<file path="src/rtl/hed_pkg.sv">
`default_nettype none

package hed_pkg;

  localparam int unsigned PENDING_MAX_DEF = 8;
  localparam int unsigned CMDQ_DEPTH      = 4;

  localparam logic [7:0] CH_AMP  = 8'h26;
  localparam logic [7:0] CH_HASH = 8'h23;
  localparam logic [7:0] CH_SEMI = 8'h3B;
  localparam logic [7:0] CH_0    = 8'h30;
  localparam logic [7:0] CH_9    = 8'h39;

  typedef struct packed {
    logic [7:0] byte_in;
    logic       end_of_text;
  } in_item_t;

  typedef struct packed {
    logic [7:0] byte_out;
    logic       last_of_run;
    logic       end_of_output;
  } out_item_t;

  typedef enum logic [1:0] {
    PH_IDLE,
    PH_NAMED,
    PH_NUM
  } phase_t;

  typedef enum logic [1:0] {
    ENT_LT,
    ENT_GT,
    ENT_QUOT,
    ENT_AMP
  } ent_id_t;

  typedef enum logic [1:0] {
    OP_EMIT,
    OP_EMIT_CLR,
    OP_APPEND,
    OP_FLUSH
  } cmd_op_t;

  typedef struct packed {
    cmd_op_t    op;
    logic [7:0] data;
    logic       mark;
    logic       eot;
  } cmd_t;

  typedef enum logic {
    BK_RUN,
    BK_FLUSH
  } bk_state_t;

  function automatic logic [7:0] ent_char(input ent_id_t e, input logic [2:0] k);
    logic [47:0] s;
    logic [47:0] sh;
    case (e)
      ENT_LT:   s = {"&lt;", 16'h0000};
      ENT_GT:   s = {"&gt;", 16'h0000};
      ENT_QUOT: s = "&quot;";
      ENT_AMP:  s = {"&amp;", 8'h00};
      default:  s = '0;
    endcase
    sh = s << {k, 3'b000};
    return sh[47:40];
  endfunction

  function automatic logic [2:0] ent_len(input ent_id_t e);
    case (e)
      ENT_LT:   return 3'd4;
      ENT_GT:   return 3'd4;
      ENT_QUOT: return 3'd6;
      ENT_AMP:  return 3'd5;
      default:  return 3'd4;
    endcase
  endfunction

  function automatic logic [7:0] ent_value(input ent_id_t e);
    case (e)
      ENT_LT:   return 8'h3C;
      ENT_GT:   return 8'h3E;
      ENT_QUOT: return 8'h22;
      ENT_AMP:  return 8'h26;
      default:  return 8'h00;
    endcase
  endfunction

endpackage

`default_nettype wire

</file>
<file path="src/rtl/hed_front.sv">
`default_nettype none

module hed_front import hed_pkg::*; #(
  parameter int unsigned PENDING_MAX = PENDING_MAX_DEF
) (
  input  wire logic     clk,
  input  wire logic     rst_n,
  input  wire logic     in_valid,
  output logic          in_ready,
  input  wire in_item_t in_data,
  output logic          q_push,
  output cmd_t          q_wdata,
  input  wire logic     q_full
);

  localparam int unsigned CW = $clog2(PENDING_MAX + 1);

  phase_t     phase_r, phase_nxt;
  logic [CW-1:0] cnt_r, cnt_nxt;
  logic [7:0] num_r, num_nxt;
  ent_id_t    ent_r, ent_nxt;

  cmd_t       stg_r [3];
  logic [1:0] stg_cnt_r;

  cmd_t       c1, c2, c3;
  logic       have1, have3, mism, hit;
  ent_id_t    hit_e;
  logic       accept;
  logic [7:0] b;
  logic       eot;

  assign b      = in_data.byte_in;
  assign eot    = in_data.end_of_text;
  assign q_push  = (stg_cnt_r != 2'd0) && !q_full;
  assign q_wdata = stg_r[0];
  assign in_ready = (stg_cnt_r == 2'd0) || ((stg_cnt_r == 2'd1) && q_push);
  assign accept   = in_valid && in_ready;

  always_comb begin
    phase_nxt = phase_r;
    cnt_nxt   = cnt_r;
    num_nxt   = num_r;
    ent_nxt   = ent_r;
    mism      = 1'b0;
    have1     = 1'b0;
    have3     = 1'b0;
    hit       = 1'b0;
    hit_e     = ENT_LT;
    c1 = '{op: OP_FLUSH, data: b, mark: 1'b0, eot: eot};
    c2 = '{op: OP_EMIT,  data: b, mark: 1'b0, eot: eot};
    c3 = '{op: OP_FLUSH, data: b, mark: 1'b0, eot: eot};

    for (int e = 0; e < 4; e++) begin
      if (ent_char(ent_id_t'(e[1:0]), 3'd1) == b) begin
        hit   = 1'b1;
        hit_e = ent_id_t'(e[1:0]);
      end
    end

    case (phase_r)
      PH_NAMED: begin
        if (cnt_r == CW'(1)) begin
          if (b == CH_HASH) begin
            c2.op     = OP_APPEND;
            phase_nxt = PH_NUM;
            cnt_nxt   = CW'(2);
            num_nxt   = '0;
          end else if (hit) begin
            c2.op   = OP_APPEND;
            ent_nxt = hit_e;
            cnt_nxt = CW'(2);
          end else begin
            mism = 1'b1;
          end
        end else if (ent_char(ent_r, cnt_r[2:0]) == b) begin
          if (cnt_r + CW'(1) == CW'(ent_len(ent_r))) begin
            c2.op     = OP_EMIT_CLR;
            c2.data   = ent_value(ent_r);
            phase_nxt = PH_IDLE;
            cnt_nxt   = '0;
          end else begin
            c2.op   = OP_APPEND;
            cnt_nxt = cnt_r + CW'(1);
          end
        end else begin
          mism = 1'b1;
        end
      end
      PH_NUM: begin
        if (b == CH_SEMI) begin
          c2.op     = OP_EMIT_CLR;
          c2.data   = num_r;
          phase_nxt = PH_IDLE;
          cnt_nxt   = '0;
          num_nxt   = '0;
        end else if ((b inside {[CH_0:CH_9]}) && (cnt_r < CW'(PENDING_MAX))) begin
          c2.op   = OP_APPEND;
          cnt_nxt = cnt_r + CW'(1);
          num_nxt = num_r * 8'd10 + (b - CH_0);
        end else begin
          mism = 1'b1;
        end
      end
      default: ;
    endcase

    if ((phase_r != PH_NAMED && phase_r != PH_NUM) || mism) begin
      have1   = mism;
      num_nxt = '0;
      if (b == CH_AMP) begin
        c2.op     = OP_APPEND;
        phase_nxt = PH_NAMED;
        cnt_nxt   = CW'(1);
      end else begin
        c2.op     = OP_EMIT;
        c2.data   = b;
        phase_nxt = PH_IDLE;
        cnt_nxt   = '0;
      end
    end

    if (eot) begin
      have3     = (cnt_nxt != '0);
      phase_nxt = PH_IDLE;
      cnt_nxt   = '0;
      num_nxt   = '0;
    end

    if (have3) begin
      c3.mark = 1'b1;
    end else if (c2.op == OP_EMIT || c2.op == OP_EMIT_CLR) begin
      c2.mark = 1'b1;
    end else if (have1) begin
      c1.mark = 1'b1;
    end
  end

  always_ff @(posedge clk) begin
    if (!rst_n) begin
      phase_r <= PH_IDLE;
      cnt_r   <= '0;
      num_r   <= '0;
      ent_r   <= ENT_LT;
    end else if (accept) begin
      phase_r <= phase_nxt;
      cnt_r   <= cnt_nxt;
      num_r   <= num_nxt;
      ent_r   <= ent_nxt;
    end
  end

  always_ff @(posedge clk) begin
    if (!rst_n) begin
      stg_cnt_r <= 2'd0;
    end else if (accept) begin
      stg_cnt_r <= 2'd1 + {1'b0, have1} + {1'b0, have3};
    end else if (q_push) begin
      stg_cnt_r <= stg_cnt_r - 2'd1;
    end
  end

  always_ff @(posedge clk) begin
    if (accept) begin
      stg_r[0] <= have1 ? c1 : c2;
      stg_r[1] <= have1 ? c2 : c3;
      stg_r[2] <= c3;
    end else if (q_push) begin
      stg_r[0] <= stg_r[1];
      stg_r[1] <= stg_r[2];
    end
  end

endmodule

`default_nettype wire

</file>
<file path="src/rtl/hed_cmd_fifo.sv">
`default_nettype none

module hed_cmd_fifo import hed_pkg::*; (
  input  wire logic clk,
  input  wire logic rst_n,
  input  wire logic push,
  input  wire cmd_t wdata,
  output logic      full,
  input  wire logic pop,
  output cmd_t      rdata,
  output logic      empty
);

  localparam int unsigned DEPTH = CMDQ_DEPTH;
  localparam int unsigned AW    = $clog2(DEPTH);

  cmd_t          slot_r [DEPTH];
  logic [AW-1:0] wp_r, rp_r;
  logic [AW:0]   cnt_r;

  assign full  = (cnt_r == (AW + 1)'(DEPTH));
  assign empty = (cnt_r == '0);
  assign rdata = slot_r[rp_r];

  always_ff @(posedge clk) begin
    if (push) begin
      slot_r[wp_r] <= wdata;
    end
  end

  always_ff @(posedge clk) begin
    if (!rst_n) begin
      wp_r  <= '0;
      rp_r  <= '0;
      cnt_r <= '0;
    end else begin
      if (push) begin
        wp_r <= (wp_r == AW'(DEPTH - 1)) ? '0 : wp_r + AW'(1);
      end
      if (pop) begin
        rp_r <= (rp_r == AW'(DEPTH - 1)) ? '0 : rp_r + AW'(1);
      end
      cnt_r <= cnt_r + (AW + 1)'(push) - (AW + 1)'(pop);
    end
  end

endmodule

`default_nettype wire

</file>
<file path="src/rtl/hed_back.sv">
`default_nettype none

module hed_back import hed_pkg::*; #(
  parameter int unsigned PENDING_MAX = PENDING_MAX_DEF
) (
  input  wire logic      clk,
  input  wire logic      rst_n,
  input  wire cmd_t      q_rdata,
  input  wire logic      q_empty,
  output logic           q_pop,
  output logic           out_valid,
  input  wire logic      out_ready,
  output out_item_t      out_data
);

  localparam int unsigned CW = $clog2(PENDING_MAX + 1);
  localparam int unsigned IW = $clog2(PENDING_MAX);

  bk_state_t     state_r, state_nxt;
  logic [7:0]    hold_r [PENDING_MAX];
  logic [CW-1:0] bcnt_r, bcnt_nxt;
  logic [IW-1:0] rd_r, rd_nxt;
  logic          mark_r, mark_nxt;
  logic          eot_r, eot_nxt;
  logic          out_valid_r, out_valid_nxt;
  out_item_t     out_data_r, out_data_nxt;
  logic          wr_en;
  logic          out_free;
  logic          fl_last;

  assign out_valid = out_valid_r;
  assign out_data  = out_data_r;
  assign out_free  = !out_valid_r || out_ready;
  assign fl_last   = (CW'(rd_r) + CW'(1) == bcnt_r);

  always_comb begin
    state_nxt     = state_r;
    bcnt_nxt      = bcnt_r;
    rd_nxt        = rd_r;
    mark_nxt      = mark_r;
    eot_nxt       = eot_r;
    out_valid_nxt = out_valid_r && !out_ready;
    out_data_nxt  = out_data_r;
    q_pop         = 1'b0;
    wr_en         = 1'b0;

    case (state_r)
      BK_RUN: begin
        if (!q_empty) begin
          case (q_rdata.op)
            OP_APPEND: begin
              wr_en    = 1'b1;
              bcnt_nxt = bcnt_r + CW'(1);
              q_pop    = 1'b1;
            end
            OP_EMIT, OP_EMIT_CLR: begin
              if (out_free) begin
                out_valid_nxt = 1'b1;
                out_data_nxt  = '{byte_out: q_rdata.data,
                                  last_of_run: q_rdata.mark,
                                  end_of_output: q_rdata.mark && q_rdata.eot};
                q_pop = 1'b1;
                if (q_rdata.op == OP_EMIT_CLR) begin
                  bcnt_nxt = '0;
                end
              end
            end
            OP_FLUSH: begin
              q_pop = 1'b1;
              if (bcnt_r != '0) begin
                mark_nxt  = q_rdata.mark;
                eot_nxt   = q_rdata.eot;
                rd_nxt    = '0;
                state_nxt = BK_FLUSH;
              end
            end
            default: ;
          endcase
        end
      end
      BK_FLUSH: begin
        if (out_free) begin
          out_valid_nxt = 1'b1;
          out_data_nxt  = '{byte_out: hold_r[rd_r],
                            last_of_run: mark_r && fl_last,
                            end_of_output: mark_r && eot_r && fl_last};
          rd_nxt = rd_r + IW'(1);
          if (fl_last) begin
            bcnt_nxt  = '0;
            state_nxt = BK_RUN;
          end
        end
      end
      default: state_nxt = BK_RUN;
    endcase
  end

  always_ff @(posedge clk) begin
    if (!rst_n) begin
      state_r     <= BK_RUN;
      bcnt_r      <= '0;
      rd_r        <= '0;
      out_valid_r <= 1'b0;
    end else begin
      state_r     <= state_nxt;
      bcnt_r      <= bcnt_nxt;
      rd_r        <= rd_nxt;
      out_valid_r <= out_valid_nxt;
    end
  end

  always_ff @(posedge clk) begin
    mark_r     <= mark_nxt;
    eot_r      <= eot_nxt;
    out_data_r <= out_data_nxt;
    if (wr_en) begin
      hold_r[bcnt_r[IW-1:0]] <= q_rdata.data;
    end
  end

endmodule

`default_nettype wire

</file>
<file path="src/rtl/html_entity_decoder_unit.sv">
// Channel  Direction  Beat type    Handshake
// in_      input      in_item_t    in_valid / in_ready
// out_     output     out_item_t   out_valid / out_ready
//
// Front: one input beat per cycle, giving one to three commands that enter a four-entry
// command queue one per cycle unless it is full. Back: one command per cycle outside a
// flush, emits waiting for a free output; a flush starts, then sends the held bytes one
// per cycle as taken. A result passes staging registers, a queue slot and the output
// register; input stalls while more than one command is staged, or one is and the queue is full.
// Reset (rst_n low, synchronous) empties the queue and drops any open entity.
`default_nettype none

module html_entity_decoder_unit import hed_pkg::*; #(
  parameter int unsigned PENDING_MAX = PENDING_MAX_DEF
) (
  input  wire logic      clk,
  input  wire logic      rst_n,
  input  wire logic      in_valid,
  output logic           in_ready,
  input  wire in_item_t  in_data,
  output logic           out_valid,
  input  wire logic      out_ready,
  output out_item_t      out_data
);

  logic q_push, q_full, q_pop, q_empty;
  cmd_t q_wdata, q_rdata;

  hed_front #(.PENDING_MAX(PENDING_MAX)) u_front (
    .clk      (clk),
    .rst_n    (rst_n),
    .in_valid (in_valid),
    .in_ready (in_ready),
    .in_data  (in_data),
    .q_push   (q_push),
    .q_wdata  (q_wdata),
    .q_full   (q_full)
  );

  hed_cmd_fifo u_fifo (
    .clk   (clk),
    .rst_n (rst_n),
    .push  (q_push),
    .wdata (q_wdata),
    .full  (q_full),
    .pop   (q_pop),
    .rdata (q_rdata),
    .empty (q_empty)
  );

  hed_back #(.PENDING_MAX(PENDING_MAX)) u_back (
    .clk       (clk),
    .rst_n     (rst_n),
    .q_rdata   (q_rdata),
    .q_empty   (q_empty),
    .q_pop     (q_pop),
    .out_valid (out_valid),
    .out_ready (out_ready),
    .out_data  (out_data)
  );

endmodule

`default_nettype wire

</file>
<file path="config.mk">
export PLATFORM = sky130hd
export DESIGN_NAME = html_entity_decoder_unit
export DESIGN_NICKNAME = d
export VERILOG_FILES = /design/src/rtl/hed_pkg.sv /design/src/rtl/hed_front.sv /design/src/rtl/hed_cmd_fifo.sv /design/src/rtl/hed_back.sv /design/src/rtl/html_entity_decoder_unit.sv
export SDC_FILE = /design/constraint.sdc
export NUM_CORES = 1
export LEC_CHECK = 0
export BUFFER_PORTS_ARGS = -buffer_cell sky130_fd_sc_hd__clkbuf_2
export CORE_MARGIN = 3
export CORE_UTILIZATION = 35
export DETAILED_ROUTE_END_ITERATION = 16
export PLACE_DENSITY = 0.58
export REMOVE_ABC_BUFFERS = 1
export SLEW_MARGIN = 20
export SYNTH_ARGS = -nofsm -noshare
export SYNTH_HDL_FRONTEND = slang
export SYNTH_SLANG_ARGS = --single-unit
</file>
<file path="constraint.sdc">
create_clock -name clk -period 3.3 [get_ports clk]
set_input_delay 0.495 -clock clk [delete_from_list [all_inputs] [get_ports clk]]
set_output_delay 0.495 -clock clk [all_outputs]
set_load 0.005 [all_outputs]
</file>
### Yosys cells after proc, flatten, opt, wreduce, memory -nomap -nowiden

Memories as Yosys holds them, arrays and structs flattened. A register that Yosys moved wholly into a read port is not among the register bits.
Cells that the tools add are included.

| storage, ports and cells | value |
|---|---|
| bits in registers | 46 |
| RAM bits | 148 |
| bits of input ports | 13 |
| output and inout bits | 12 |
| logic and storage cells | 248 |
| memories kept | 3 |

Memories:

| name | depth | bits a word | read ports | clocked after Yosys merged registers in | write ports | line | text |
|---|---|---|---|---|---|---|---|
| u_back.hold_r | 8 | 8 | 1 | 1 | 1 | hed_back.sv:20 | `logic [7:0] hold_r [PENDING_MAX];` |
| u_fifo.slot_r | 4 | 12 | 1 | 1 | 1 | hed_cmd_fifo.sv:17 | `cmd_t slot_r [DEPTH];` |
| u_front.stg_r | 3 | 12 | 3 | 0 | 3 | hed_front.sv:23 | `cmd_t stg_r [3];` |

| cells by class | value |
|---|---|
| add/sub/neg operators | 13 |
| multipliers | 1 |
| order comparisons | 3 |
| equal/unequal tests | 43 |
| shift operators | 1 |
| muxes and demuxes | 124 |
| bitwise operators | 5 |
| reduce and logical (&&, ||, !) cells | 38 |

Operator list:

| operator | number |
|---|---|
| case mux 48 bit (4 select lines) | 1 |
| two-way mux 48 bit | 2 |
| two-way mux 8 bit | 10 |
| two-way mux 10 bit | 6 |
| two-way mux 4 bit | 14 |
| two-way mux 12 bit | 4 |
| left shift 48 x 6 -> 48 bit | 1 |
| two-way mux 2 bit | 22 |
| two-way mux 1 bit | 42 |
| case mux 10 bit (2 select lines) | 2 |
| equality test 7 x 8 -> 1 bit, first input constant | 4 |
| case mux 8 bit (4 select lines) | 1 |
| two-way mux 3 bit | 9 |
| equality test 8 x 6 -> 1 bit, second input constant | 3 |
| case mux 4 bit (2 select lines) | 3 |
| case mux 8 bit (2 select lines) | 1 |
| != test 5 x 2 -> 1 bit, second input constant | 3 |
| equality test 2 bit, second input constant | 7 |
| != test 2 bit, second input constant | 6 |
| != test 4 x 2 -> 1 bit, second input constant | 3 |
| AND reduction 4 bit | 3 |
| AND reduction 6 bit | 2 |
| nonzero test 4 bit | 3 |
| logical AND 1 bit | 11 |
| other kinds (38) | 65 |

### Logic depth before layout (Yosys ltp)

Gate-level depths: netlist (run 1).

| depth | value |
|---|---|
| word-level depth | 22 |
| depth in mapped cells | 17 |
| gate-level depth less buffers | 15 |

### Cells and area by module

From an unflattened synthesis (run 1), not the netlist that was laid out.

| unflattened totals | value |
|---|---|
| cells, all modules | 803 |
| area total of the unflattened synthesis | 9803.2 um^2 |

By module, submodules not included:

| module | times used | cells each | area each (um^2) | seq. area each (um^2) |
|---|---|---|---|---|
| hed_front | 1 | 481 | 4046.4 | 1381.3 |
| hed_back | 1 | 216 | 3563.4 | 2522.4 |
| hed_cmd_fifo | 1 | 106 | 2193.4 | 1621.6 |

### Worst setup path before layout (run 1)

No wires, ideal clock.

| path | value |
|---|---|
| kind | input port to flip-flop |
| from | in in_data[8] (netlist bit) |
| to | reg u_front.stg_cnt_r[1] |
| setup time | 0.115 ns |
| arrival time | 3.130 ns |
| data required time | 3.185 ns |
| slack | 0.055 ns |
| cell stages on the path | 14 |
| cell sequence | clkbuf_1 nor3b_2 nand3_1 nor4_1 nor3_1 or4_1 a311oi_2 a41oi_2 inv_1 ha_1 nand2_1 and3_1 a21oi_1 nor2b_1 |

| between the ends | value |
|---|---|
| word-level cells in the longest chain between the ends | 15 |
| elaborated cells between the ends (all ways) | 39 |

RTL lines:

| item | line | text |
|---|---|---|
| start, declared | html_entity_decoder_unit.sv:20 | `input wire in_item_t in_data,` |
| equality test 7 x 8 -> 1 bit | hed_front.sv:55 | `if (ent_char(ent_id_t'(e[1:0]), 3'd1) == b) begin` |
| two-way mux 1 bit (4 in series) | hed_front.sv:55 |  |
| two-way mux 1 bit | hed_front.sv:69 | `end else if (hit) begin` |
| two-way mux 1 bit | hed_front.sv:64 | `if (b == CH_HASH) begin` |
| two-way mux 1 bit | hed_front.sv:63 | `if (cnt_r == CW'(1)) begin` |
| case mux 1 bit (2 select lines) | hed_front.sv:61 | `case (phase_r)` |
| logical OR 1 bit | hed_front.sv:108 | `if ((phase_r != PH_NAMED && phase_r != PH_NUM) \|\| mism) begin` |
| two-way mux 4 bit * | hed_front.sv:108 |  |
| nonzero test 4 bit * | hed_front.sv:124 | `have3 = (cnt_nxt != '0);` |
| two-way mux 1 bit * | hed_front.sv:123 | `if (eot) begin` |
| via u_front.have3 | hed_front.sv:27 | `logic have1, have3, mism, hit;` |
| adder 2 x 1 -> 2 bit * | hed_front.sv:157 | `stg_cnt_r <= 2'd1 + {1'b0, have1} + {1'b0, have3};` |
| two-way mux 2 bit * | hed_front.sv:156 | `end else if (accept) begin` |
| end signal, assigned | hed_front.sv:157 |  |
| end signal, assigned | hed_front.sv:159 | `stg_cnt_r <= stg_cnt_r - 2'd1;` |
| end, declared | hed_front.sv:24 | `logic [1:0] stg_cnt_r;` |

The timed path passes the listed nets; every way through them passes the cells marked *.
A chain may end at the register's enable or synchronous reset.

### Final worst setup path (run 1)

| path | value |
|---|---|
| from | reg u_front.cnt_r[1] |
| to | reg u_front.stg_cnt_r[1] |

| between the ends | value |
|---|---|
| word-level cells in the longest chain between the ends | 11 |
| elaborated cells between the ends (all ways) | 28 |

RTL lines:

| item | line | text |
|---|---|---|
| start, declared | hed_front.sv:19 | `logic [CW-1:0] cnt_r, cnt_nxt;` |
| start signal, assigned | hed_front.sv:147 | `cnt_r <= cnt_nxt;` |
| left shift 48 x 6 -> 48 bit (tied with other cells) | hed_pkg.sv:67 | `sh = s << {k, 3'b000};` |
| equality test 8 bit (tied with other cells) | hed_front.sv:76 | `end else if (ent_char(ent_r, cnt_r[2:0]) == b) begin` |
| two-way mux 1 bit (tied with other cells) | hed_front.sv:76 |  |
| two-way mux 1 bit (tied with other cells) | hed_front.sv:63 |  |
| case mux 1 bit (2 select lines) / two-way mux 4 bit (equally long branches) | hed_front.sv:61, hed_front.sv:63 |  |
| logical OR 1 bit / case mux 4 bit (2 select lines) (equally long branches) | hed_front.sv:108, hed_front.sv:61 |  |
| two-way mux 4 bit * | hed_front.sv:108 |  |
| nonzero test 4 bit * | hed_front.sv:124 |  |
| two-way mux 1 bit * | hed_front.sv:123 |  |
| via u_front.have3 | hed_front.sv:27 |  |
| adder 2 x 1 -> 2 bit * | hed_front.sv:157 |  |
| two-way mux 2 bit * | hed_front.sv:156 |  |

Marks and branches as above.

==> results of run 1 <==
[where the power goes]
| group | total [mW] | switching (mW) | internal, mW |
|---|---|---|---|
| logic | 2.06 | 1.26 | 0.797 |
| clock network | 2.03 | 1.02 | 1.01 |
| registers | 3.90 | 0.211 | 3.68 |
| total | 7.99 | 2.50 | 5.49 |
[placed cells by master (no fill, tap or decap), types with 5 or more instances in the layout]
cell / instances
edfxtp_1: 158
nand2_1: 73
buf_4: 69
nor2_1: 46
inv_1: 38
ha_1: 36
dfxtp_1: 34
a21oi_1: 29
mux4_2: 28
clkbuf_2: 24
o21ai_0: 22
nand3_1: 19
xnor2_1: 17
clkbuf_16: 17
and2_1: 15
mux2i_1: 12
nor2b_1: 12
nor3_1: 11
o31ai_1: 11
a31oi_1: 10
a21boi_0: 10
xor2_1: 10
o21ai_1: 6
a21o_1: 6
nand2b_1: 5
nand4_1: 5
or3_1: 5
[per-stage QoR]
step	instance area [µm²]	cells
after floorplan	9380	720
after global placement	10500	1149
after detailed placement	10500	1149
after CTS	11100	1181
after global routing	11200	1183
final	11200	1183
[layout make-up]
class / instances / area share
clock inverters: 15 / 0.0141
clock buffers: 17 / 0.0380
inverters: 41 / 0.0138
well taps: 335 / 0.0375
flip-flops and latches: 197 / 0.495
repair buffers: 96 / 0.0608
multi-input cells: 482 / 0.341
[state kept, by name, summed over array words and instances, names as in the netlist, named ones only]
name	cells
u_back.bcnt_r	4
u_back.eot_r	1
u_back.hold_r	64
u_back.mark_r	1
u_back.out_data	10
u_back.out_valid	1
u_back.rd_r	3
u_back.state_r	1
u_fifo.cnt_r	3
u_fifo.rp_r	2
u_fifo.slot_r	48
u_fifo.wp_r	2
u_front.cnt_r	4
u_front.ent_r	2
u_front.num_r	8
u_front.phase_r	2
u_front.stg_cnt_r	2
u_front.stg_r	34
[what timing repair did]
action | 4_1_cts | 5_1_grt
pin swaps | 0 | 9
setup buffers | 0 | 2
hold endpoints to repair | 0 | 0
endpoints found under the setup margin | 3 | 20
resized for setup | 5 | 27
hold buffers | 0 | 0
[cells by family (layout without fill, tap and decap cells)]
kind of cell	count (synthesis)	after routing
DFF	197	197
AOI/OAI and AO/OA	145	145
muxes	40	40
adders and majority gates	39	39
and+or+nand+nor	230	230
xor gates and xnor gates	28	28
buffers and inverters	88	169
[synth_stat cells, types with 3 or more instances]
master / number / share of area
a31oi_1: 12 / 0.0078
clkbuf_1: 27 / 0.011
xnor2_1: 18 / 0.016
and2_1: 15 / 0.0098
nor3b_1: 3 / 0.0023
dfxtp_1: 39 / 0.081
nand2b_1: 6 / 0.0039
a2bb2oi_1: 3 / 0.0027
nor4_2: 3 / 0.0039
edfxtp_1: 158 / 0.49
nor2b_1: 12 / 0.0078
o41ai_1: 4 / 0.0037
buf_1: 7 / 0.0027
o21ai_1: 5 / 0.0026
nand2_1: 73 / 0.029
o21a_1: 4 / 0.0031
or3_1: 5 / 0.0033
nor3_1: 11 / 0.0057
o21bai_1: 4 / 0.0031
buf_2: 8 / 0.0042
nand4_1: 5 / 0.0033
or4_1: 6 / 0.0047
o31ai_1: 11 / 0.0086
a21oi_1: 29 / 0.015
a211oi_1: 3 / 0.0023
o21ai_0: 23 / 0.012
fa_1: 3 / 0.0063
nor2_1: 46 / 0.018
inv_1: 39 / 0.015
a21boi_0: 10 / 0.0078
mux4_2: 28 / 0.066
nand3_1: 20 / 0.010
a21o_1: 6 / 0.0047
ha_1: 36 / 0.047
nand3b_1: 4 / 0.0031
nand4b_1: 3 / 0.0027
xor2_1: 10 / 0.0091
buf_4: 3 / 0.0023
mux2i_1: 12 / 0.013
[per-layer routing]
metal	routed length [µm]	part of all wire	global-route usage
met2	9640	0.50	0.224
met3	548	0.028	0.0285
met4	197	0.010	0.0409
met1	8880	0.46	0.178
met5	0	0	0
[worst paths after layout]
kind                                  endpoint  slack (ns)  cells after the start
max          u_front.stg_cnt_r[1]$_SDFFE_PN0P_        0.14                     16
min              u_front.stg_r[1][0]$_DFFE_PP_        0.36                      1
max reg2reg  u_front.stg_cnt_r[1]$_SDFFE_PN0P_        0.14                     16
min reg2reg      u_front.num_r[7]$_SDFFE_PN0P_        0.46                      2
==> out/summary.txt, run 1 <==
WP buf/inv -> 3
Mapped Area -> 9590 µm²
Post-route ant nets -> 0
# nets final -> 887
Total routed wirelength -> 19300 µm
Pre-antenna DRT Iters -> 4
DR WL/cell -> 16.3 µm
Post-DP HPWL -> 13900 µm
Core area -> 26500 µm²
DRT iter0 DRCs -> 505
Startpoint types -> register
Post-route DRC violation count -> 0
Fillers -> 2450
Storage cell area -> 5540 µm²
Ports -> 25
Final worst slack -> 0.139 ns
GRT Util Overall -> 0.135
Endpoints failing setup -> 0
Max clock buf depth -> 2
Crit end category -> register
Status -> finished clean
CTS Root Cell -> clkbuf_16
Tightest Pin Transition -> 0.779 ns
Setup WS pre-CTS -> -0.0590 ns
Die Width -> 172 µm
Worst-case clock skew -> 0.0161 ns
CTS tree -> yes
Hold_sp -> in_data[0]
Max_cap viols -> 0
Footprint of the multi-input gates -> 3810 µm²
Initial antenna violation count -> 0
Post-layout power -> 7.99 mW
Vias per cell -> 5.07
Synth cell types -> 79
Vias -> 5999
Min-delay worst type -> primary input to register
Row Count -> 59
Critical path launch point -> u_front.cnt_r[1]$_SDFFE_PN0P_
RSZ-0062 raised after global routing -> true
R2R Path Start -> u_front.cnt_r[1]$_SDFFE_PN0P_
Setup Crit Path Kind -> register to register
Min cycle time layout -> 3.16 ns
Xor and xnor fraction of the mapped netlist area -> 0.0256
CTS buffer count -> 17
Leakage power -> 4.01 nW
CTS clk-pin slew, worst paths -> 0.08 ns
Slowest CP cell -> dfxtp_4
Main combinational cell family by area after synthesis -> simple AND/OR/NAND/NOR gates
Max Freq -> 0.316 GHz
Predominant post-synthesis flop cell -> edfxtp_1
Final slew viol count -> 0
Setup TNS -> 0 ns
Async SR Flop Fraction -> 0
Peak VDD IR -> 0.000382 V
Total grt overflow -> 0
Synth-to-Final Area Change -> 16.7%
Final Util -> 0.422
Syn Inst Count -> 767
Starting density of the core -> 0.362
CP max stage delay -> 0.41 ns
Post-synthesis compound-gate area fraction -> 0.105
Slew HR -> 0.480
# diodes -> 0
Input/output buffers -> 24
Share of layout cells above drive strength 1 -> 0.226
Final Hold Fails -> 0
Synth Area per Inst -> 12.5 µm²
CP max FO -> 9
Die Height -> 172 µm
CP top delay family -> compound AO/OA/AOI/OAI gates
Mux contribution to synthesized area -> 0.0783
Hold_ws -> 0.361 ns
Adder-cell share of the synthesized area -> 0.0532
DIE AREA -> 29400 µm²
Post-synthesis sequential area ratio -> 0.576
Pin count of the biggest net entering global routing -> 37
Seq cells post-synth -> 197
PwrDens -> 714 nW/µm²
Number of flops mapped to enable cells by yosys -> 158
Post-Synth Simple-Gate Area -> 0.124
CTS H-tree depth -> 4
Gp weighted congestion -> 0.872
Period utilization -> 0.958
Number of global-route vias before repair -> 5902
Yosys warning count -> 0
Required @ worst endpoint -> 3.64 ns
First-pass GRT wire length -> 31300 µm
Clk Latency, worst-skew pair -> 0.44 ns
Worst EP arrival -> 3.50 ns
CP cell instances -> buf_6 -> inv_2 -> ha_1 -> xor2_1 -> or3_1 -> a21oi_1 -> o21bai_1 -> o311a_1 -> a31oi_2 -> a41oi_2 -> inv_1 -> ha_1 -> nand2_1 -> and3_1 -> a21oi_1 -> nor2b_1
Clk sinks -> 197
Note: power is estimated with default switching activity, not from simulation.
==> run 2, diff against run 1 <==
--- a/config.mk
+++ b/config.mk
@@ -8,9 +8,12 @@
 export BUFFER_PORTS_ARGS = -buffer_cell sky130_fd_sc_hd__clkbuf_2
 export CORE_MARGIN = 3
 export CORE_UTILIZATION = 35
+export CTS_CLUSTER_DIAMETER = 40
 export DETAILED_ROUTE_END_ITERATION = 16
+export GPL_TIMING_DRIVEN = 0
 export PLACE_DENSITY = 0.58
 export REMOVE_ABC_BUFFERS = 1
+export SKIP_CTS_REPAIR_TIMING = 1
 export SLEW_MARGIN = 20
 export SYNTH_ARGS = -nofsm -noshare
 export SYNTH_HDL_FRONTEND = slang
==> out/summary.txt, run 2 (synthesis results as in run 1) <==
Sequential power share -> 0.495 (+0.007)
Synth-to-Final Area Change -> 15.3%
Final slew viol count -> 0 (unchanged)
WP buf/inv -> 2 (-1)
Setup Crit Path Kind -> register to register
CP cell instances -> or3b_2 -> o221ai_1 -> a22oi_1 -> xor2_1 -> nand3_4 -> buf_4 -> or4_4 -> a31oi_4 -> a41oi_4 -> inv_2 -> ha_4 -> nand2_2 -> and3_4 -> a21oi_2 -> nor2b_1
Tightest Pin Transition -> 1.02 ns (+0.238 ns)
Worst-case clock skew -> 0.0108 ns (-0.00526 ns)
Startpoint types -> register
Initial antenna violation count -> 0 (unchanged)
Max Freq -> 0.304 GHz (-4.0%)
GR Util met3 -> 0.0264 (-0.00207)
Switch share -> 0.308 (-0.00463)
CP top delay family -> simple AND/OR/NAND/NOR gates
Die Width -> 172 µm (unchanged)
First-pass GRT wire length -> 30900 µm (-1.3%)
Vias per cell -> 5.26 (+3.7%)
CTS tree -> yes
Clk Latency, worst-skew pair -> 0.43 ns (about the same)
CTS clk-pin slew, worst paths -> 0.08 ns (about the same)
GRT Max-Usage Layer -> met2
Post-route ant nets -> 0 (unchanged)
CTS buffer count -> 17 (unchanged)
Max clock buf depth -> 2 (unchanged)
Vias -> 5991 (-0.13%)
Total routed wirelength -> 19300 µm (+0.19%)
Number of global-route vias before repair -> 5756 (-2.5%)
Slowest CP cell -> or4_4
Crit end category -> register
Row Count -> 59 (unchanged)
Peak VDD IR -> 0.000357 V (-6.6%)
Clk sinks -> 197 (unchanged)
Met1 Usage GRT -> 0.173 (-0.00527)
Max_cap viols -> 0 (unchanged)
Required @ worst endpoint -> 3.63 ns (about the same)
Leakage power -> 3.85 nW (-3.8%)
Status -> finished clean
DR WL/cell -> 16.9 µm (+4.1%)
Post-route DRC violation count -> 0 (unchanged)
Max reg flops -> 64 (unchanged)
Slew HR -> 0.321 (-0.158)
Clock power share -> 0.266 (+0.011)
CTS H-tree depth -> 4 (unchanged)
Period utilization -> 0.998 (+0.0401)
# diodes -> 0 (unchanged)
Pre-antenna DRT Iters -> 5 (+1)
Pin count of the biggest net entering global routing -> 38 (+2.7%)
Ports -> 25 (unchanged)
CP max FO -> 17 (+8)
Commonest cells after routing, fill and taps aside -> edfxtp_1, nand2_1, nor2_1
Final instance area -> 11100 µm² (-1.2%)
Die Height -> 172 µm (unchanged)
Share of layout cells above drive strength 1 -> 0.214 (-0.0125)
Total grt overflow -> 0 (unchanged)
Starting density of the core -> 0.362 (unchanged)
Min cycle time layout -> 3.29 ns (+0.132 ns)
# nets final -> 843 (-5.0%)
PwrDens -> 728 nW/µm² (+1.9%)
P_int -> 5.57 mW (+1.4%)
DRT iter0 DRCs -> 479 (-5.1%)
CP max stage delay -> 0.54 ns (+0.13 ns)
DIE AREA -> 29400 µm² (unchanged)
Endpoints failing setup -> 0 (unchanged)
Net Sw Power -> 2.48 mW (-0.80%)
Final Util -> 0.417 (-0.00510)
Post-layout power -> 8.05 mW (+0.69%)
Most common cell after layout, fill and taps aside -> edfxtp_1
Core area -> 26500 µm² (unchanged)
Met2 Use GR -> 0.221 (-0.00275)
Final Hold Fails -> 0 (unchanged)
Post-DP HPWL -> 12700 µm (-8.7%)
GRT Util Overall -> 0.132 (-0.00321)
RSZ-0062 raised after global routing -> true
Worst EP arrival -> 3.62 ns (+0.12 ns)
Post-Place Cell Area -> 9940 µm² (-4.9%)
Gp weighted congestion -> 0.825 (-5.4%)
Comb pwr share -> 0.239 (-0.019)
CTS Root Cell -> clkbuf_16
Min-delay worst type -> primary input to register
Input/output buffers -> 24 (unchanged)
run 2: per-stage QoR:
stage	setup slack, ns	instances	hold WS (ns)	TNS [ns]
2_1_floorplan	-0.113	720	0.437	-0.189
3_3_place_gp	-0.731	1079	0.453	-14.56
3_5_place_dp	-0.753	1080	0.464	-9.09
4_1_cts	-0.774	1112	0.343	-8.85
5_1_grt	-0.170	1139	0.355	-0.378
6_report	0.00636	1139	0.369	0
run 2: final timing paths:
check	start	end	slack (ns)	cells after the start
worst max register to register	u_front.ent_r[0]$_SDFFE_PN0P_	u_front.stg_cnt_r[1]$_SDFFE_PN0P_	0.006	15
worst max-delay path	u_front.ent_r[0]$_SDFFE_PN0P_	u_front.stg_cnt_r[1]$_SDFFE_PN0P_	0.006	15
worst min register to register	u_front.num_r[7]$_SDFFE_PN0P_	u_front.num_r[7]$_SDFFE_PN0P_	0.47	2
worst min-delay path	in_data[0]	u_front.stg_r[1][0]$_DFFE_PP_	0.37	1
run 2: area by class of cell:
cell class | count | area [µm²]
clock buffer | 18 | 429
tap | 335 | 419
clock inverter | 14 | 185
sequential | 197 | 5550
timing repair buffer | 52 | 350
multi-input combinational | 482 | 3960
inverter | 41 | 158
fill | 2430 | 15400
run 2: routing by layer:
layer  wire [µm]  share of wire  vias to the layer above
met2        9600           0.50                      118
li1            -              -                     2908
met3         677          0.035                       19
met4         203          0.011                        0
met5           0              0                        -
met1        8820           0.46                     2946
run 2: power groups by stage:
stage	Combinational, mW	Sequential, mW	Clock, mW
2_1_floorplan	1.34	3.96	0
3_3_place_gp	1.85	4.02	0
3_5_place_dp	1.92	4.05	0
4_1_cts	1.92	4.00	2.19
5_1_grt	2.21	4.07	2.30
6_report	1.92	3.98	2.14
==> run 3, diff against run 2 <==
--- a/config.mk
+++ b/config.mk
@@ -11,7 +11,7 @@
 export CTS_CLUSTER_DIAMETER = 40
 export DETAILED_ROUTE_END_ITERATION = 16
 export GPL_TIMING_DRIVEN = 0
-export PLACE_DENSITY = 0.58
+export PLACE_DENSITY = 0.56
 export REMOVE_ABC_BUFFERS = 1
 export SKIP_CTS_REPAIR_TIMING = 1
 export SLEW_MARGIN = 20
==> constraint.sdc (replaced) <==
create_clock -name clk -period 4.1 [get_ports clk]
set_input_delay 0.615 -clock clk [delete_from_list [all_inputs] [get_ports clk]]
set_output_delay 0.615 -clock clk [all_outputs]
set_load 0.005 [all_outputs]
==> out/summary.txt, run 3 (synthesis results as in run 1) <==
Post-layout power -> 6.46 mW (-20%)
Net Sw Power -> 1.98 mW (-20%)
CTS H-tree depth -> 4 (unchanged)
Core area -> 26500 µm² (unchanged)
Pin count of the biggest net entering global routing -> 38 (unchanged)
Setup Crit Path Kind -> register to register
Peak VDD IR -> 0.000262 V (-27%)
Clk Latency, worst-skew pair -> 0.43 ns (about the same)
Clock power share -> 0.271 (+0.005)
First-pass GRT wire length -> 30400 µm (-1.5%)
Max clock buf depth -> 2 (unchanged)
Max reg flops -> 64 (unchanged)
Crit end category -> register
Switch share -> 0.307 (-0.000550)
Setup TNS -> 0 ns (unchanged)
Post-route ant nets -> 0 (unchanged)
Hold EP -> u_front.num_r[7]$_SDFFE_PN0P_
Pre-antenna DRT Iters -> 4 (-1)
Total routed wirelength -> 18300 µm (-5.0%)
Required @ worst endpoint -> 4.42 ns (+0.79 ns)
Sequential power share -> 0.495 (about the same)
Comb pwr share -> 0.233 (-0.006)
Gp weighted congestion -> 0.824 (-0.21%)
Die Height -> 172 µm (unchanged)
Reg2Reg Capture Point -> u_front.stg_cnt_r[1]$_SDFFE_PN0P_
DR WL/cell -> 16.5 µm (-2.6%)
CTS Root Cell -> clkbuf_16
Max_cap viols -> 0 (unchanged)
FF-to-FF path depth -> 14 (-1)
Post-DP HPWL -> 12600 µm (-0.56%)
Leakage power -> 3.63 nW (-5.7%)
Tightest Pin Transition -> 1.00 ns (-0.0159 ns)
Vias per cell -> 5.18 (-1.6%)
Endpoints failing setup -> 0 (unchanged)
CTS buffer count -> 17 (unchanged)
RSZ-0062 raised after global routing -> false
Starting density of the core -> 0.362 (unchanged)
Placed Instances -> 1080 (unchanged)
Vias -> 5755 (-3.9%)
Max Freq -> 0.264 GHz (-13%)
Input/output buffers -> 24 (unchanged)
Top cell by count, worst path -> nand2_1
P_int -> 4.47 mW (-20%)
Post-route DRC violation count -> 0 (unchanged)
DIE AREA -> 29400 µm² (unchanged)
Final slew viol count -> 0 (unchanged)
Min-delay worst type -> register to register
Initial antenna violation count -> 0 (unchanged)
Worst-case clock skew -> 0.0147 ns (+0.00384 ns)
CTS tree -> yes
Slew HR -> 0.332 (+0.0106)
GRT Util Overall -> 0.130 (-0.00156)
DRT iter0 DRCs -> 385 (-20%)
CP max stage delay -> 0.57 ns (+0.03 ns)
Period utilization -> 0.923 (-0.0750)
CTS clk-pin slew, worst paths -> 0.08 ns (about the same)
Row Count -> 59 (unchanged)
Slowest CP cell -> or4_1
Final Util -> 0.400 (-0.0173)
# diodes -> 0 (unchanged)
Die Width -> 172 µm (unchanged)
Startpoint types -> register
R2R setup slack -> 0.32 ns (+0.31 ns)
CP cell instances -> nor4b_2 -> a22oi_1 -> xnor2_1 -> nor4_2 -> nand2_1 -> or4_1 -> a311oi_2 -> a41oi_2 -> inv_1 -> ha_1 -> nand2_1 -> and3_1 -> a21oi_1 -> nor2b_1
Status -> finished clean
Most common cell after layout, fill and taps aside -> edfxtp_1
Synth-to-Final Area Change -> 10.5%
Final Non-Filler Cells -> 1112 (-2.4%)
Min cycle time layout -> 3.78 ns (+0.491 ns)
Hold_sp -> u_front.num_r[7]$_SDFFE_PN0P_
R2R Path Start -> u_front.ent_r[1]$_SDFFE_PN0P_
PwrDens -> 609 nW/µm² (-16%)
Number of global-route vias before repair -> 5775 (+0.33%)
Hold path depth -> 2 (+1)
Hold_ws -> 0.475 ns (+0.105 ns)
Share of layout cells above drive strength 1 -> 0.147 (-0.0672)
Commonest cells after routing, fill and taps aside -> edfxtp_1, nand2_1, nor2_1
Worst EP arrival -> 4.11 ns (+0.49 ns)
Final Hold Fails -> 0 (unchanged)
# nets final -> 816 (-3.2%)
CP max FO -> 18 (+1)
Total grt overflow -> 0 (unchanged)
Clk sinks -> 197 (unchanged)
Ports -> 25 (unchanged)
run 3: cell types whose count changed in the layout (fill, tap and decap cells not counted), moves of 4 or more:
cell / previous run / this run
dfxtp_4: 6 / 0
dfxtp_2: 2 / 6
a21oi_1: 25 / 29
buf_4: 25 / 0
run 3: how the worst max path moves through the flow:
| stage | depth (start not counted) | to | start |
|---|---|---|---|
| 2_1_floorplan | 14 | u_front.stg_cnt_r[1]$_SDFFE_PN0P_ | u_front.ent_r[1]$_SDFFE_PN0P_ |
| 3_3_place_gp | 14 | u_front.stg_cnt_r[0]$_SDFFE_PN0P_ | in_data[6] |
| 3_5_place_dp | 14 | u_front.stg_cnt_r[0]$_SDFFE_PN0P_ | in_data[6] |
| 4_1_cts | 14 | u_front.stg_cnt_r[1]$_SDFFE_PN0P_ | u_front.ent_r[1]$_SDFFE_PN0P_ |
| 5_1_grt | 13 | u_front.stg_cnt_r[0]$_SDFFE_PN0P_ | u_front.ent_r[1]$_SDFFE_PN0P_ |
| 6_report | 14 | u_front.stg_cnt_r[1]$_SDFFE_PN0P_ | u_front.ent_r[1]$_SDFFE_PN0P_ |
run 3: critical path: cells and delay by family (launching register included):
family	cells	cell delay (ns)
xor+xnor	1	0.17
compound gates	4	0.91
fa+ha+maj	1	0.15
simple gates	7	1.82
buf+inv	1	0.11
flops	1	0.52
run 3: area by class of cell:
class,count,area (µm²)
fillers,2498,15900
flip-flops and latches,197,5530
clock buffers,17,425
multi-input cells,482,3730
well taps,335,419
clock inverters,15,206
repair buffers,25,131
inverters,41,154
run 3: per-stage QoR:
step	cell area (µm²)	setup WS, ns
after CTS	10600	0.0222
final	10600	0.316
after global placement	9920	0.00103
after floorplan	9380	0.687
after detailed placement	9940	0.0526
after global routing	10600	0.102
run 3: metal layers:
metal / vias up / share of wire / GRT usage
li1: 2853 / - / -
met1: 2801 / 0.47 / 0.171
met2: 84 / 0.49 / 0.218
met3: 17 / 0.030 / 0.0290
met4: 0 / 0.011 / 0.0343
met5: - / 0 / 0
run 3: power by group through the flow:
stage / logic, mW / clock network, mW / registers, mW
floorplan: 1.08 / 0 / 3.18
global placement: 1.49 / 0 / 3.24
detailed placement: 1.55 / 0 / 3.26
CTS: 1.55 / 1.80 / 3.21
global route: 1.76 / 1.88 / 3.27
finish: 1.51 / 1.75 / 3.20
